[src/rtl/ppt_pkg.sv]
// Pulse-period tachometer: shared widths, operation and register codes,
// divider status type and the RPM scaling helper. No dependencies.
package ppt_pkg;

  localparam int unsigned TICK_W     = 20;  // tick_rate_hz
  localparam int unsigned STEP_W     = 32;  // overflow_step
  localparam int unsigned CNT_W      = 16;  // timer_count field
  localparam int unsigned ACC_W      = 32;  // accumulator and period slots
  localparam int unsigned SUM_W      = ACC_W + 1;
  localparam int unsigned DVD_W      = TICK_W + 7;  // 120 * tick rate
  localparam int unsigned RPM_W      = 26;
  localparam int unsigned OP_W       = 2;
  localparam int unsigned CFG_IDX_W  = 1;
  localparam int unsigned CFG_DATA_W = 32;
  localparam int unsigned DIV_CNT_W  = $clog2(DVD_W);

  localparam logic [TICK_W-1:0] TICK_RATE_RST = TICK_W'(10000);
  localparam logic [STEP_W-1:0] OVF_STEP_RST  = STEP_W'(65535);

  typedef enum logic [OP_W-1:0] {
    OP_EDGE     = 2'd0,
    OP_OVERFLOW = 2'd1,
    OP_READ     = 2'd2
  } op_e;

  typedef enum logic [CFG_IDX_W-1:0] {
    REG_TICK_RATE = 1'b0,
    REG_OVF_STEP  = 1'b1
  } reg_e;

  typedef struct packed {
    logic busy;
    logic done;
  } div_stat_t;

  // 120 * tick = 128 * tick - 8 * tick
  function automatic logic [DVD_W-1:0] scale_rpm(input logic [TICK_W-1:0] tick);
    logic [DVD_W-1:0] hi;
    logic [DVD_W-1:0] lo;
    hi = {tick, 7'b0};
    lo = {4'b0, tick, 3'b0};
    return hi - lo;
  endfunction

endpackage

[src/rtl/ppt_if.sv]
// Pulse-period tachometer channel interfaces: input request, result and
// configuration write. Depends on ppt_pkg for field widths.
interface ppt_in_if;
  logic                          valid;
  logic                          ready;
  logic [ppt_pkg::OP_W-1:0]      operation;
  logic [ppt_pkg::CNT_W-1:0]     timer_count;

  modport source (output valid, operation, timer_count, input ready);
  modport sink   (input valid, operation, timer_count, output ready);
endinterface

interface ppt_out_if;
  logic                          valid;
  logic                          ready;
  logic [ppt_pkg::RPM_W-1:0]     rpm;
  logic                          measured;

  modport source (output valid, rpm, measured, input ready);
  modport sink   (input valid, rpm, measured, output ready);
endinterface

interface ppt_cfg_if;
  logic                            valid;
  logic                            ready;
  logic [ppt_pkg::CFG_IDX_W-1:0]   index;
  logic [ppt_pkg::CFG_DATA_W-1:0]  data;

  modport source (output valid, index, data, input ready);
  modport sink   (input valid, index, data, output ready);
endinterface

[src/rtl/ppt_divider.sv]
// Restoring radix-2 divider, one quotient bit per cycle.
// Depends on ppt_pkg for widths and the status struct.
module ppt_divider (
  input  logic                     clk_i,
  input  logic                     rst_ni,
  input  logic                     start_i,
  input  logic [ppt_pkg::DVD_W-1:0] dividend_i,
  input  logic [ppt_pkg::SUM_W-1:0] divisor_i,
  output ppt_pkg::div_stat_t       stat_o,
  output logic [ppt_pkg::DVD_W-1:0] quotient_o
);
  import ppt_pkg::*;

  logic                 busy_q;
  logic                 done_q;
  logic [DIV_CNT_W-1:0] cnt_q;
  logic [DVD_W-1:0]     quo_q;
  logic [SUM_W-1:0]     rem_q;
  logic [SUM_W-1:0]     dvs_q;

  logic [SUM_W:0]       trial;
  logic [SUM_W:0]       diff;
  logic                 fits;

  assign trial = {rem_q, quo_q[DVD_W-1]};
  assign fits  = trial >= {1'b0, dvs_q};
  assign diff  = trial - {1'b0, dvs_q};

  always_ff @(posedge clk_i or negedge rst_ni) begin
    if (!rst_ni) begin
      busy_q <= 1'b0;
      done_q <= 1'b0;
      cnt_q  <= '0;
    end else begin
      done_q <= 1'b0;
      if (start_i) begin
        busy_q <= 1'b1;
        cnt_q  <= '0;
      end else if (busy_q) begin
        cnt_q <= cnt_q + 1'b1;
        if (cnt_q == DIV_CNT_W'(DVD_W - 1)) begin
          busy_q <= 1'b0;
          done_q <= 1'b1;
        end
      end
    end
  end

  always_ff @(posedge clk_i) begin
    if (start_i) begin
      quo_q <= dividend_i;
      rem_q <= '0;
      dvs_q <= divisor_i;
    end else if (busy_q) begin
      // shift in the next dividend bit, subtract where it fits
      rem_q <= fits ? diff[SUM_W-1:0] : trial[SUM_W-1:0];
      quo_q <= {quo_q[DVD_W-2:0], fits};
    end
  end

  assign stat_o.busy = busy_q;
  assign stat_o.done = done_q;
  assign quotient_o  = quo_q;

  a_no_restart: assert property (@(posedge clk_i) disable iff (!rst_ni)
    start_i |-> !busy_q)
    else $error("divider started while busy");

  a_done_idle: assert property (@(posedge clk_i) disable iff (!rst_ni)
    done_q |-> !busy_q && $past(busy_q))
    else $error("divider done without a finishing step");

  a_rem_bound: assert property (@(posedge clk_i) disable iff (!rst_ni)
    busy_q |-> rem_q < dvs_q)
    else $error("partial remainder not below divisor");

endmodule

[src/rtl/pulse_period_tachometer.sv]
// Pulse-period tachometer top level: period capture, slot state, read sequencer.
// Depends on ppt_pkg, the ppt_*_if interfaces and ppt_divider.
//
//   channel   dir  payload                      accepted when
//   in_ch     in   operation, timer_count       valid && ready
//   out_ch    out  rpm, measured                valid && ready
//   cfg_ch    in   index, data                  valid && ready (always ready)
//
// Edge and overflow requests update the slot state and leave the sequencer idle.
// A read with both slots filled starts the 27-bit shared divider; its quotient
// goes to the pending register in ST_DIV, then to the output register in ST_EMIT.
// A read with an empty slot skips the divider and passes a zero result on through ST_EMIT.
// in_ch is ready only when idle.
// A result waiting on out_ch does not block new requests; a second read waits
// for the output register. Reset is asynchronous, active low; no clearing pass.
module pulse_period_tachometer #(
  parameter int unsigned TIMER_BITS = 16
) (
  input  logic clk_i,
  input  logic rst_ni,
  ppt_in_if.sink    in_ch,
  ppt_out_if.source out_ch,
  ppt_cfg_if.sink   cfg_ch
);
  import ppt_pkg::*;

  localparam int unsigned CAP_W = (TIMER_BITS < CNT_W) ? TIMER_BITS : CNT_W;

  typedef enum logic [1:0] {
    ST_IDLE,
    ST_DIV,
    ST_EMIT
  } state_e;

  state_e              state_q;
  logic                out_vld_q;
  logic [RPM_W-1:0]    out_rpm_q;
  logic                out_meas_q;
  logic [RPM_W-1:0]    pend_rpm_q;
  logic                pend_meas_q;

  logic [TICK_W-1:0]   tick_q;
  logic [STEP_W-1:0]   step_q;
  logic [CAP_W-1:0]    last_q;
  logic [ACC_W-1:0]    accum_q;
  logic [ACC_W-1:0]    slot_q [2];
  logic                ptr_q;

  op_e                 op_w;
  logic [CAP_W-1:0]    count_w;
  logic [ACC_W-1:0]    period_w;
  logic [SUM_W-1:0]    sum_w;
  logic                slots_full;
  logic                in_acc;
  logic                div_start;
  div_stat_t           div_stat;
  logic [DVD_W-1:0]    quot;

  assign op_w       = op_e'(in_ch.operation);
  assign count_w    = in_ch.timer_count[CAP_W-1:0];
  assign period_w   = ACC_W'(count_w) + accum_q - ACC_W'(last_q);
  assign sum_w      = {1'b0, slot_q[0]} + {1'b0, slot_q[1]};
  assign slots_full = (slot_q[0] != '0) && (slot_q[1] != '0);

  assign in_ch.ready = (state_q == ST_IDLE);
  assign in_acc      = in_ch.valid && in_ch.ready;
  assign div_start   = in_acc && (op_w == OP_READ) && slots_full;

  assign cfg_ch.ready = 1'b1;

  always_ff @(posedge clk_i or negedge rst_ni) begin
    if (!rst_ni) begin
      tick_q <= TICK_RATE_RST;
      step_q <= OVF_STEP_RST;
    end else if (cfg_ch.valid) begin
      unique case (reg_e'(cfg_ch.index))
        REG_TICK_RATE: tick_q <= cfg_ch.data[TICK_W-1:0];
        REG_OVF_STEP:  step_q <= cfg_ch.data[STEP_W-1:0];
        default: ;
      endcase
    end
  end

  always_ff @(posedge clk_i or negedge rst_ni) begin
    if (!rst_ni) begin
      last_q    <= '0;
      accum_q   <= '0;
      slot_q[0] <= '0;
      slot_q[1] <= '0;
      ptr_q     <= 1'b0;
    end else if (in_acc) begin
      unique case (op_w)
        OP_EDGE: begin
          slot_q[ptr_q] <= period_w;
          ptr_q         <= ~ptr_q;
          accum_q       <= '0;
          last_q        <= count_w;
        end
        OP_OVERFLOW: accum_q <= accum_q + step_q;
        OP_READ: begin
          // divider has latched the sum at this edge; drop both periods
          if (slots_full) begin
            slot_q[0] <= '0;
            slot_q[1] <= '0;
          end
        end
        default: ;
      endcase
    end
  end

  ppt_divider u_div (
    .clk_i      (clk_i),
    .rst_ni     (rst_ni),
    .start_i    (div_start),
    .dividend_i (scale_rpm(tick_q)),
    .divisor_i  (sum_w),
    .stat_o     (div_stat),
    .quotient_o (quot)
  );

  always_ff @(posedge clk_i or negedge rst_ni) begin
    if (!rst_ni) begin
      state_q     <= ST_IDLE;
      out_vld_q   <= 1'b0;
      out_rpm_q   <= '0;
      out_meas_q  <= 1'b0;
      pend_rpm_q  <= '0;
      pend_meas_q <= 1'b0;
    end else begin
      if (out_ch.ready) begin
        out_vld_q <= 1'b0;
      end
      unique case (state_q)
        ST_IDLE: begin
          if (in_acc && (op_w == OP_READ)) begin
            if (slots_full) begin
              state_q <= ST_DIV;
            end else begin
              pend_rpm_q  <= '0;
              pend_meas_q <= 1'b0;
              state_q     <= ST_EMIT;
            end
          end
        end
        ST_DIV: begin
          if (div_stat.done) begin
            pend_rpm_q  <= quot[RPM_W-1:0];
            pend_meas_q <= 1'b1;
            state_q     <= ST_EMIT;
          end
        end
        ST_EMIT: begin
          // hold until the output register is free
          if (!out_vld_q || out_ch.ready) begin
            out_vld_q  <= 1'b1;
            out_rpm_q  <= pend_rpm_q;
            out_meas_q <= pend_meas_q;
            state_q    <= ST_IDLE;
          end
        end
        default: state_q <= ST_IDLE;
      endcase
    end
  end

  assign out_ch.valid    = out_vld_q;
  assign out_ch.rpm      = out_rpm_q;
  assign out_ch.measured = out_meas_q;

  a_slots_cleared: assert property (@(posedge clk_i) disable iff (!rst_ni)
    div_start |=> (slot_q[0] == '0) && (slot_q[1] == '0))
    else $error("slots not cleared after measured read");

  a_unmeasured_zero: assert property (@(posedge clk_i) disable iff (!rst_ni)
    out_vld_q && !out_meas_q |-> out_rpm_q == '0)
    else $error("nonzero rpm on unmeasured result");

  a_div_tracks: assert property (@(posedge clk_i) disable iff (!rst_ni)
    state_q == ST_DIV |-> div_stat.busy || div_stat.done)
    else $error("sequencer waits on an idle divider");

endmodule
[src/flat_wrapper.sv]
// flat-port wrapper written by rule: the top's interface ports become plain ports
module pulse_period_tachometer_flat import ppt_pkg::*;
#(
  parameter int unsigned TIMER_BITS = 16
)
  (clk_i, rst_ni, in_ch_valid, in_ch_operation, in_ch_timer_count, in_ch_ready, out_ch_valid, out_ch_rpm, out_ch_measured, out_ch_ready, cfg_ch_valid, cfg_ch_index, cfg_ch_data, cfg_ch_ready);
  ppt_in_if in_ch_i ();
  ppt_out_if out_ch_i ();
  ppt_cfg_if cfg_ch_i ();
  input  logic clk_i;
  input  logic rst_ni;
  input wire logic [$bits(in_ch_i.valid)-1:0] in_ch_valid;
  input wire logic [$bits(in_ch_i.operation)-1:0] in_ch_operation;
  input wire logic [$bits(in_ch_i.timer_count)-1:0] in_ch_timer_count;
  output wire logic [$bits(in_ch_i.ready)-1:0] in_ch_ready;
  output wire logic [$bits(out_ch_i.valid)-1:0] out_ch_valid;
  output wire logic [$bits(out_ch_i.rpm)-1:0] out_ch_rpm;
  output wire logic [$bits(out_ch_i.measured)-1:0] out_ch_measured;
  input wire logic [$bits(out_ch_i.ready)-1:0] out_ch_ready;
  input wire logic [$bits(cfg_ch_i.valid)-1:0] cfg_ch_valid;
  input wire logic [$bits(cfg_ch_i.index)-1:0] cfg_ch_index;
  input wire logic [$bits(cfg_ch_i.data)-1:0] cfg_ch_data;
  output wire logic [$bits(cfg_ch_i.ready)-1:0] cfg_ch_ready;
  assign in_ch_i.valid = in_ch_valid;
  assign in_ch_i.operation = in_ch_operation;
  assign in_ch_i.timer_count = in_ch_timer_count;
  assign in_ch_ready = in_ch_i.ready;
  assign out_ch_valid = out_ch_i.valid;
  assign out_ch_rpm = out_ch_i.rpm;
  assign out_ch_measured = out_ch_i.measured;
  assign out_ch_i.ready = out_ch_ready;
  assign cfg_ch_i.valid = cfg_ch_valid;
  assign cfg_ch_i.index = cfg_ch_index;
  assign cfg_ch_i.data = cfg_ch_data;
  assign cfg_ch_ready = cfg_ch_i.ready;
  pulse_period_tachometer #(.TIMER_BITS(TIMER_BITS)) u_core (.clk_i(clk_i), .rst_ni(rst_ni), .in_ch(in_ch_i), .out_ch(out_ch_i), .cfg_ch(cfg_ch_i));
endmodule
[config.mk]
export PLATFORM = sky130hd
export DESIGN_NAME = pulse_period_tachometer_flat
export DESIGN_NICKNAME = d
export VERILOG_FILES = /design/src/rtl/ppt_pkg.sv /design/src/rtl/ppt_if.sv /design/src/rtl/ppt_divider.sv /design/src/rtl/pulse_period_tachometer.sv /design/src/flat_wrapper.sv
export SDC_FILE = /design/constraint.sdc
export NUM_CORES = 1
export LEC_CHECK = 0
export BUFFER_PORTS_ARGS = -buffer_cell sky130_fd_sc_hd__buf_2
export CAP_MARGIN = 5
export CORE_MARGIN = 2
export CORE_UTILIZATION = 41
export CTS_BUF_LIST = sky130_fd_sc_hd__clkbuf_4 sky130_fd_sc_hd__clkbuf_8
export DETAILED_ROUTE_END_ITERATION = 10
export HOLD_SLACK_MARGIN = 0.02
export SKIP_LAST_GASP = 1
export SYNTH_ARGS = -nofsm -noshare
export SYNTH_HDL_FRONTEND = slang
export SYNTH_SLANG_ARGS = --single-unit
[constraint.sdc]
create_clock -name clk_i -period 10 [get_ports clk_i]
set_input_delay 2.5 -clock clk_i [delete_from_list [all_inputs] [get_ports clk_i]]
set_output_delay 2.5 -clock clk_i [all_outputs]
set_load 0.01 [all_outputs]
==> results of run 1 <==
==> worst max-delay path: cells and delay by family <==
kind,cells,cell delay [ns]
buf+inv,3,0.21
compound gates,7,1.58
simple gates,2,0.53
fa+ha+maj,2,0.88
==> how the worst min path moves through the flow <==
| stage | start | end | depth (start not counted) |
|---|---|---|---|
| final | u_core.u_div.done_q | u_core.state_q[0] | 1 |
| after global routing | u_core.u_div.done_q | u_core.state_q[0] | 1 |
| after CTS | u_core.u_div.done_q | u_core.state_q[0] | 1 |
| after detailed placement | u_core.u_div.done_q | u_core.state_q[0] | 1 |
| after global placement | u_core.u_div.done_q | u_core.state_q[0] | 1 |
| after floorplan | u_core.u_div.done_q | u_core.state_q[0] | 1 |
==> sequential cells by signal, summed over array words and instances (netlist names), 5 cells and up <==
signal / count
u_core.step_q: 32
u_core.pend_rpm_q: 26
u_core.last_q: 16
u_core.u_div.cnt_q: 5
u_core.u_div.rem_q: 33
u_core.u_div.quotient_o: 27
u_core.slot_q: 64
u_core.u_div.dvs_q: 33
u_core.accum_q: 32
u_core.tick_q: 20
u_core.out_ch.rpm: 26
==> per-stage QoR <==
step                      instances  setup slack, ns  hold slack (ns)
after CTS                      2885            4.816           0.4523
after floorplan                2092            4.530           0.4355
after global routing           2885            4.552           0.4801
after detailed placement       2780            4.142           0.4519
after global placement         2780            4.186           0.4454
final                          2886            4.772           0.4526
==> cell families after synthesis <==
logic type | share of synthesized area [%]
muxes | 5.437
buffers and inverters | 4.817
xor gates and xnor gates | 5.599
AOI/OAI and AO/OA | 20.95
DFF | 40.73
other | 0.01858
and+or+nand+nor | 11.45
adders and majority gates | 11.00
==> layer usage <==
metal / share of wire [%] / up-vias
li1: - / 7767
met1: 47 / 7556
met2: 46 / 350
met3: 5.0 / 94
met4: 2.4 / 8
met5: 0.11 / -
==> area by class of cell <==
class / count / area, sq um
antenna: 1 / 2.502
clock buffer: 91 / 1102
clock inverter: 14 / 177.7
fill: 4642 / 26200
inverter: 175 / 656.9
multi-input combinational: 1521 / 11020
sequential: 322 / 8220
tap: 664 / 830.8
timing repair buffer: 98 / 535.5
==> cell usage in the layout (no fill, tap or decap), types with 24 or more instances in the layout <==
master,instances
sky130_fd_sc_hd__dfrtp_1,207
sky130_fd_sc_hd__nand2_1,179
sky130_fd_sc_hd__inv_1,174
sky130_fd_sc_hd__a21oi_1,151
sky130_fd_sc_hd__o21ai_0,147
sky130_fd_sc_hd__ha_1,147
sky130_fd_sc_hd__nor2_1,83
sky130_fd_sc_hd__buf_2,83
sky130_fd_sc_hd__xnor2_1,79
sky130_fd_sc_hd__mux2_2,77
sky130_fd_sc_hd__clkbuf_8,67
sky130_fd_sc_hd__a21o_1,63
sky130_fd_sc_hd__a22o_1,63
sky130_fd_sc_hd__edfxtp_1,60
sky130_fd_sc_hd__xor2_1,50
sky130_fd_sc_hd__nand3_1,38
sky130_fd_sc_hd__dfxtp_1,33
sky130_fd_sc_hd__nor3_1,28
sky130_fd_sc_hd__o22ai_1,28
sky130_fd_sc_hd__nand2b_1,26
sky130_fd_sc_hd__o21bai_1,26
sky130_fd_sc_hd__nor4_1,25
sky130_fd_sc_hd__clkbuf_4,24
==> power groups by stage <==
stage	clock network, mW	logic (mW)	registers [mW]
3_3_place_gp	0	4.27	2.27
4_1_cts	1.41	4.36	2.26
2_1_floorplan	0	3.38	2.16
6_report	1.37	4.35	2.26
5_1_grt	1.47	4.87	2.32
3_5_place_dp	0	4.33	2.28
==> results.sh, run 1 <==
export IMPL_outcome="completed"
export IMPL_gr_usage_all_layers_pct=19.44
export IMPL_share_comb_of_total_power_pct=54.5
export IMPL_placed_area_sq_mm=0.02126
export IMPL_max_cap_violations=0
export IMPL_boundaryPins=86
export IMPL_worst_endpoint_arrival_ns=5.72
export IMPL_antenna_found_initial=5
export IMPL_drt_iter0_drc=859
export IMPL_crit_fanout=4
export IMPL_postCtsResizedCells=0
export IMPL_slew_limit_headroom_pct=15.13
export IMPL_crit_path_max_incr_delay_ns=0.59
export IMPL_async_reset_ff_share_pct=71.12
export IMPL_drt_wl_total_um=49470
export IMPL_power_density_mw_per_mm2=353.7
export IMPL_place_congestion=0.8556
export IMPL_crit_reg2reg_launch="u_core.slot_q[59]"
export IMPL_grt_max_degree=101
export IMPL_clk_path_buf_depth=3
export IMPL_post_synth_top_area_fraction_pct=25.79
export IMPL_cts_num_sinks=322
export IMPL_rrSetupSlack_ns=5.54
export IMPL_final_antenna_net_count=0
export IMPL_via_per_inst=5.466
export IMPL_grt_util_met1_pct=26.83
export IMPL_cts_buffers=56
export IMPL_dr_total_vias=15780
export IMPL_groute_layer_met3_usage_pct=3.383
export IMPL_final_worst_path_period_need_ns=5.228
export IMPL_postSynthRegisterBits=322
export IMPL_setup_total_negative_slack_ns=0
export IMPL_tightestPinTransition_ns=1.273
export IMPL_rows=81
export IMPL_fp_dieW_um=225.9
export IMPL_floorplan_initialDensity_pct=41.40
export IMPL_fin_max_slew_vios=0
export IMPL_rr_endpoint="u_core.u_div.quotient_o[26]"
export IMPL_design_final_nets=2396
export IMPL_synth_seq_area_share_pct=40.73
export IMPL_ys_flop_type="sky130_fd_sc_hd__dfrtp_1"
export IMPL_cts_root_buffer_cell="sky130_fd_sc_hd__clkbuf_8"
export IMPL_worst_setup_path_start_kind="input pin"
export IMPL_hold_viol_final=0
export IMPL_p_switching_mw=3.465
export IMPL_post_layout_total_power_mw=7.974
export IMPL_hpwl_um=36710
export IMPL_report_final_setup_viol=0
export IMPL_final_period_utilization_pct=52.28
export IMPL_drt_pass1_iterations=6
export IMPL_grt_pass1_wl_um=80040
export IMPL_globalRoute_busiestLayer="met2"
export IMPL_grt_overflow=0
export IMPL_crit_slowest_cell="sky130_fd_sc_hd__fa_1"
export IMPL_crit_chain="buf_2, inv_1, fa_1, inv_1, ha_1, a21o_1, a21oi_1, o21a_1, nor3_1, or3_1, a31oi_1, o21ai_1, a211oi_1, a21oi_1"
export IMPL_power_switching_share_pct=43.45
export IMPL_finClkSkew_ns=0.04623
export IMPL_dr_drc_count=0
export IMPL_design_die_area_sq_mm=0.05101
export IMPL_clock_pin_slew_worst_setup_and_hold_paths_ns=0.06
export IMPL_part_of_the_power_in_registers_pct=28.3
export IMPL_number_of_global_route_vias_before_repair=15150
export IMPL_power_clock_fraction_pct=17.1
export IMPL_worst_skew_pair_late_latency_ns=0.68
export IMPL_postCtsSetupBuffers=0
export IMPL_final_design_area_no_fill_sq_mm=0.02254
export IMPL_max_vdd_ir_drop_uv=155.9
export IMPL_timing_reg2reg_worst_path_depth=8
export IMPL_core_area_sq_mm=0.04875
export IMPL_buffer_ports_inserted=84
export IMPL_unrepaired_setup_endpoints_after_global_routing="false"
export IMPL_globalRouteMet2Util_pct=31.07
export IMPL_cp_startpoint="in_ch_timer_count[1]"
export IMPL_synth_nets=2314
export IMPL_postCtsHoldBufs=0
export IMPL_critical_path_endpoint="u_core.slot_q[61]"
export IMPL_syn2layout_area_growth_pct=11.71
export IMPL_worstSetupEndpointType="flop"
export IMPL_synth_avg_cell_area_sq_um=9.647
export IMPL_clock_fmax_mhz=191.3
export IMPL_synth_top_cells_by_area="sky130_fd_sc_hd__dfrtp_1 26%, sky130_fd_sc_hd__ha_1 9.1%, sky130_fd_sc_hd__edfxtp_1 8.9%"
export IMPL_yosysMostFrequentCell="sky130_fd_sc_hd__dfrtp_1"
export IMPL_yosys_top_cells_count="208 x sky130_fd_sc_hd__dfrtp_1, 179 x sky130_fd_sc_hd__nand2_1, 175 x sky130_fd_sc_hd__inv_1"
export IMPL_tritoncts="done"
export IMPL_post_route_util_pct=46.25
export IMPL_yosys_cell_types_count=87
export IMPL_cell_leakage_power_nw=10.36
export IMPL_setup_worst_path_class="input pin to flop"
export IMPL_mappedNetlistArea_sq_mm=0.02018
export IMPL_layout_drive_gt1_share_pct=15.17
export IMPL_p_int_mw=4.509
export IMPL_worstPathRequired_ns=10.49
export IMPL_synthDominantAreaCellType="sky130_fd_sc_hd__dfrtp_1"
export IMPL_htree_num_levels=2
export IMPL_post_synthesis_cell_count=2092
export IMPL_yosys_warnings=0
export IMPL_worstHoldPathType="flop to flop"
export IMPL_fp_dieH_um=225.9
export IMPL_avgRoutedWirePerCell_um=17.14
export IMPL_synth_edff_count=60
No activity file was read; power rests on OpenSTA's default activity.
==> run 2: changes to the inputs <==
==> constraint.sdc (replaced) <==
create_clock -name clk_i -period 5 [get_ports clk_i]
set_input_delay 1.25 -clock clk_i [delete_from_list [all_inputs] [get_ports clk_i]]
set_output_delay 1.25 -clock clk_i [all_outputs]
set_load 0.01 [all_outputs]
==> results.sh, run 2 (synthesis gave the netlist of run 1 again) <==
export IMPL_cell_leakage_power_nw=10.40
export IMPL_critical_path_depth=8
export IMPL_dr_total_vias=15860
export IMPL_grt_max_degree=107
export IMPL_critical_path_endpoint="u_core.u_div.quotient_o[24]"
export IMPL_power_density_mw_per_mm2=711.2
export IMPL_crit_fanout=27
export IMPL_floorplan_initialDensity_pct=41.40
export IMPL_rr_endpoint="u_core.u_div.quotient_o[24]"
export IMPL_clk_path_buf_depth=3
export IMPL_drt_iter0_drc=996
export IMPL_top_register="u_core.slot_q"
export IMPL_via_per_inst=5.487
export IMPL_design_die_area_sq_mm=0.05101
export IMPL_clock_fmax_mhz=249.1
export IMPL_place_congestion=0.8830
export IMPL_largest_register_ffs=64
export IMPL_rrSetupSlack_ns=0.99
export IMPL_worst_endpoint_arrival_ns=4.22
export IMPL_postCtsSetupBuffers=0
export IMPL_tritoncts="done"
export IMPL_final_worst_path_period_need_ns=4.014
export IMPL_worst_skew_pair_late_latency_ns=0.67
export IMPL_final_period_utilization_pct=80.28
export IMPL_timing_reg2reg_worst_path_depth=8
export IMPL_drt_pass1_iterations=5
export IMPL_hpwl_um=36950
export IMPL_avgRoutedWirePerCell_um=17.28
export IMPL_number_of_global_route_vias_before_repair=15300
export IMPL_post_layout_total_power_mw=16.09
export IMPL_hold_viol_final=0
export IMPL_cp_startpoint="u_core.slot_q[59]"
export IMPL_fp_dieW_um=225.9
export IMPL_layout_drive_gt1_share_pct=15.18
export IMPL_outcome="completed"
export IMPL_worstPathBufferInverterCount=3
export IMPL_max_cap_violations=0
export IMPL_number_of_antenna_cells_inserted=0
export IMPL_unrepaired_setup_endpoints_after_global_routing="false"
export IMPL_layout_common_cells="207 x sky130_fd_sc_hd__dfrtp_1, 179 x sky130_fd_sc_hd__nand2_1, 174 x sky130_fd_sc_hd__inv_1"
export IMPL_grt_pass1_wl_um=80100
export IMPL_tightestPinTransition_ns=1.223
export IMPL_rows=81
export IMPL_design_final_nets=2400
export IMPL_worst_setup_path_start_kind="flop"
export IMPL_final_antenna_net_count=0
export IMPL_drt_wl_total_um=49950
export IMPL_buffer_ports_inserted=84
export IMPL_fin_max_slew_vios=0
export IMPL_crit_chain="nor4_1, nand4_1, o22ai_1, buf_4, or3_2, clkinv_1, nor2_1, inv_1"
export IMPL_crit_slowest_cell="sky130_fd_sc_hd__nor4_1"
export IMPL_boundaryPins=86
export IMPL_finClkSkew_ns=0.03415
export IMPL_cts_num_sinks=322
export IMPL_crit_reg2reg_launch="u_core.slot_q[59]"
export IMPL_cts_buffers=57
export IMPL_htree_num_levels=2
export IMPL_syn2layout_area_growth_pct=12.12
export IMPL_antenna_found_initial=1
export IMPL_cts_root_buffer_cell="sky130_fd_sc_hd__clkbuf_8"
export IMPL_setup_worst_path_class="flop to flop"
export IMPL_grt_overflow=0
export IMPL_core_area_sq_mm=0.04875
export IMPL_reg_largest_list="u_core.slot_q (64), u_core.u_div.dvs_q (33), u_core.u_div.rem_q (33)"
export IMPL_worst_hold_startpoint="u_core.u_div.done_q"
export IMPL_fp_dieH_um=225.9
export IMPL_clock_pin_slew_worst_setup_and_hold_paths_ns=0.06
export IMPL_gr_usage_all_layers_pct=19.50
export IMPL_max_vdd_ir_drop_uv=310.8
export IMPL_postCtsHoldBufs=0
export IMPL_fillerInstances=4641
export IMPL_final_design_area_no_fill_sq_mm=0.02263
export IMPL_critPathTopFamily="simple AND/OR/NAND/NOR gates"
export IMPL_slew_limit_headroom_pct=18.28
export IMPL_report_final_setup_viol=0
export IMPL_final_common_cell="sky130_fd_sc_hd__dfrtp_1"
export IMPL_setup_total_negative_slack_ns=0
export IMPL_postCtsResizedCells=0
export IMPL_worstHoldPathType="flop to flop"
export IMPL_crit_path_max_incr_delay_ns=0.78
export IMPL_placed_area_sq_mm=0.02131
export IMPL_worstSetupEndpointType="flop"
export IMPL_worstPathRequired_ns=5.21
export IMPL_dr_drc_count=0
run 2: changes by cell type in the layout (fill, tap and decap cells not counted), sizes merged:
| cell | previous run | this run |
|---|---|---|
| buf | 98 | 101 |
| bufinv | 3 | 6 |
| clkbuf | 91 | 85 |
| clkinv | 9 | 16 |
| diode | 1 | 0 |
| inv | 177 | 176 |
run 2: cell type report:
class                           count  area (sq um)  area share, %
Clock inverter                     23         281.5          1.244
Sequential cell                   322          8220          36.33
Inverter                          175         656.9          2.903
Tap cell                          664         830.8          3.672
Timing Repair Buffer              101         583.1          2.577
Clock buffer                       85          1039          4.590
Multi-Input combinational cell   1521         11020          48.68
run 2: worst min-delay path by stage:
stage	cells after the start	endpoint
floorplan	1	u_core.state_q[0]
global placement	1	u_core.state_q[0]
detailed placement	1	u_core.state_q[0]
CTS	1	u_core.state_q[0]
global route	1	u_core.state_q[0]
finish	1	u_core.state_q[0]
run 2: report_power, final:
group / total (mW) / switching (mW) / leakage (nW) / internal, mW
logic: 8.68 / 4.99 / 6.06 / 3.69
registers: 4.59 / 0.803 / 3.63 / 3.78
clock network: 2.82 / 1.17 / 0.704 / 1.65
total: 16.1 / 6.97 / 10.4 / 9.12
run 2: routing by layer:
layer | GRT usage (%) | vias to the layer above | wire, um
met1 | 26.75 | 7641 | 23620
met4 | 6.623 | 0 | 1484
met3 | 3.123 | 94 | 2293
li1 | - | 7775 | -
met5 | 0 | - | 0
met2 | 31.29 | 353 | 22550
run 2: through the flow:
stage | hold slack (ns) | setup WS [ns] | instances | utilization [%]
final | 0.4598 | 0.9859 | 2891 | 46.42
after global routing | 0.5085 | 0.7962 | 2891 | 46.42
after CTS | 0.4627 | 1.055 | 2891 | 46.42
after detailed placement | 0.4497 | 0.3662 | 2783 | 43.71
after global placement | 0.4474 | 0.4522 | 2783 | 43.71
after floorplan | 0.4355 | 0.7805 | 2092 | -
==> run 3: changes to the inputs <==
==> constraint.sdc (replaced) <==
create_clock -name clk_i -period 3.93 [get_ports clk_i]
set_input_delay 0.9825 -clock clk_i [delete_from_list [all_inputs] [get_ports clk_i]]
set_output_delay 0.9825 -clock clk_i [all_outputs]
set_load 0.01 [all_outputs]
==> results.sh, run 3 (synthesis gave the netlist of run 1 again) <==
export IMPL_fp_dieW_um=225.9
export IMPL_drt_iter0_drc=860
export IMPL_postCtsResizedCells=0
export IMPL_worstSetupEndpointType="flop"
export IMPL_fp_dieH_um=225.9
export IMPL_clock_pin_slew_worst_setup_and_hold_paths_ns=0.07
export IMPL_max_vdd_ir_drop_uv=383.1
export IMPL_dr_drc_count=0
export IMPL_worstHoldPathType="input pin to asynchronous set/reset pin"
export IMPL_cell_leakage_power_nw=10.58
export IMPL_place_congestion=0.8857
export IMPL_drt_pass1_iterations=6
export IMPL_power_switching_share_pct=42.96
export IMPL_finClkSkew_ns=0.03024
export IMPL_grt_pass1_wl_um=81590
export IMPL_worstPathRequired_ns=4.47
export IMPL_power_clock_fraction_pct=16.1
export IMPL_design_final_nets=2442
export IMPL_placed_area_sq_mm=0.02164
export IMPL_number_of_antenna_cells_inserted=0
export IMPL_post_layout_nonfiller_instances=2932
export IMPL_share_comb_of_total_power_pct=56.2
export IMPL_layout_common_cells="207 x sky130_fd_sc_hd__dfrtp_1, 179 x sky130_fd_sc_hd__nand2_1, 174 x sky130_fd_sc_hd__inv_1"
export IMPL_power_density_mw_per_mm2=910.7
export IMPL_floorplan_initialDensity_pct=41.40
export IMPL_clk_path_buf_depth=3
export IMPL_final_period_utilization_pct=93.16
export IMPL_setup_worst_path_class="flop to flop"
export IMPL_final_worst_path_period_need_ns=3.661
export IMPL_dr_total_vias=16030
export IMPL_cts_num_sinks=322
export IMPL_antenna_found_initial=1
export IMPL_crit_reg2reg_launch="u_core.accum_q[1]"
export IMPL_timing_reg2reg_worst_path_depth=12
export IMPL_rows=81
export IMPL_gr_usage_all_layers_pct=19.86
export IMPL_hpwl_um=37900
export IMPL_postCtsSetupBuffers=0
export IMPL_rr_endpoint="u_core.slot_q[28]"
export IMPL_worst_skew_pair_late_latency_ns=0.67
export IMPL_cp_startpoint="u_core.accum_q[1]"
export IMPL_cts_buffers=56
export IMPL_part_of_the_power_in_registers_pct=27.7
export IMPL_crit_fanout=3
export IMPL_boundaryPins=86
export IMPL_tightestPinTransition_ns=1.081
export IMPL_grt_max_degree=99
export IMPL_clock_fmax_mhz=273.1
export IMPL_rrSetupSlack_ns=0.27
export IMPL_tritoncts="done"
export IMPL_cts_root_buffer_cell="sky130_fd_sc_hd__clkbuf_8"
export IMPL_number_of_global_route_vias_before_repair=15610
export IMPL_final_antenna_net_count=0
export IMPL_syn2layout_area_growth_pct=13.41
export IMPL_unrepaired_setup_endpoints_after_global_routing="false"
export IMPL_htree_num_levels=2
export IMPL_worst_setup_path_start_kind="flop"
export IMPL_core_area_sq_mm=0.04875
export IMPL_p_int_mw=11.89
export IMPL_design_die_area_sq_mm=0.05101
export IMPL_hold_viol_final=0
export IMPL_outcome="completed"
export IMPL_report_final_setup_viol=0
export IMPL_slew_limit_headroom_pct=27.85
export IMPL_postCtsHoldBufs=0
export IMPL_drt_wl_total_um=50600
export IMPL_worst_endpoint_arrival_ns=4.20
export IMPL_buffer_ports_inserted=84
export IMPL_avgRoutedWirePerCell_um=17.26
export IMPL_layout_drive_gt1_share_pct=16.89
export IMPL_numPlacedInstances=2826
export IMPL_p_switching_mw=8.955
export IMPL_final_design_area_no_fill_sq_mm=0.02289
export IMPL_top_register="u_core.slot_q"
export IMPL_grt_overflow=0
export IMPL_reg_largest_list="u_core.slot_q (64), u_core.u_div.dvs_q (33), u_core.u_div.rem_q (33)"
export IMPL_final_common_cell="sky130_fd_sc_hd__dfrtp_1"
export IMPL_fin_max_slew_vios=0
export IMPL_critical_path_endpoint="u_core.slot_q[28]"
export IMPL_via_per_inst=5.468
export IMPL_max_cap_violations=0
export IMPL_largest_register_ffs=64
-- run 3: power groups by stage --
stage | sequential [mW] | clock [mW] | combinational, mW
detailed placement | 5.81 | 0 | 11.7
floorplan | 5.50 | 0 | 8.60
global route | 5.91 | 3.59 | 13.1
finish | 5.77 | 3.36 | 11.7
global placement | 5.77 | 0 | 11.4
CTS | 5.76 | 3.46 | 11.7
-- run 3: per-layer routing --
metal / GRT usage, % / vias to the layer above / part of all wire [%]
li1: - / 7854 / -
met1: 27.15 / 7740 / 47
met2: 32.15 / 342 / 46
met3: 3.292 / 93 / 4.6
met4: 6.195 / 2 / 2.4
met5: 0 / - / 0.018
-- run 3: layout make-up --
| class | instances | area (sq um) |
|---|---|---|
| clock buffers | 93 | 1130 |
| fillers | 4578 | 25860 |
| multi-input cells | 1521 | 11020 |
| flip-flops and latches | 322 | 8220 |
| inverters | 175 | 656.9 |
| repair buffers | 144 | 918.4 |
| clock inverters | 13 | 112.6 |
| well taps | 664 | 830.8 |
-- run 3: worst min-delay path by stage --
stage / startpoint / cells after the start / to / slack [ns]
6_report: rst_ni / 1 / u_core.last_q[4] / 0.33
5_1_grt: rst_ni / 1 / u_core.last_q[4] / 0.36
4_1_cts: rst_ni / 1 / u_core.last_q[4] / 0.32
3_5_place_dp: u_core.u_div.done_q / 1 / u_core.state_q[0] / 0.46
3_3_place_gp: u_core.u_div.done_q / 1 / u_core.state_q[0] / 0.45
2_1_floorplan: u_core.u_div.done_q / 1 / u_core.state_q[0] / 0.44
-- run 3: through the flow --
stage / worst slack (ns) / TNS (ns) / hold WS, ns / total power [mW] / util (%)
5_1_grt: 0.07654 / 0 / 0.3631 / 22.59 / 46.95
3_5_place_dp: -0.3054 / -4.066 / 0.4598 / 17.47 / 44.40
4_1_cts: 0.2608 / 0 / 0.3227 / 20.94 / 46.95
2_1_floorplan: 0.03675 / 0 / 0.4355 / 14.09 / -
6_report: 0.2687 / 0 / 0.3320 / 20.84 / 46.95
3_3_place_gp: -0.2098 / -1.698 / 0.4466 / 17.20 / 44.40
-- run 3: worst max-delay path: stages (launching register included) --
cell and delay, ns:
sky130_fd_sc_hd__dfrtp_1 0.41, sky130_fd_sc_hd__inv_1 0.10, sky130_fd_sc_hd__fa_1 0.52, sky130_fd_sc_hd__fa_2 0.42, sky130_fd_sc_hd__and2b_1 0.24, sky130_fd_sc_hd__o31ai_1 0.11, sky130_fd_sc_hd__a211oi_2 0.35, sky130_fd_sc_hd__a211oi_1 0.13
sky130_fd_sc_hd__or3_4 0.43, sky130_fd_sc_hd__o21a_1 0.24, sky130_fd_sc_hd__o31ai_2 0.27, sky130_fd_sc_hd__xnor2_1 0.11, sky130_fd_sc_hd__a22o_1 0.20
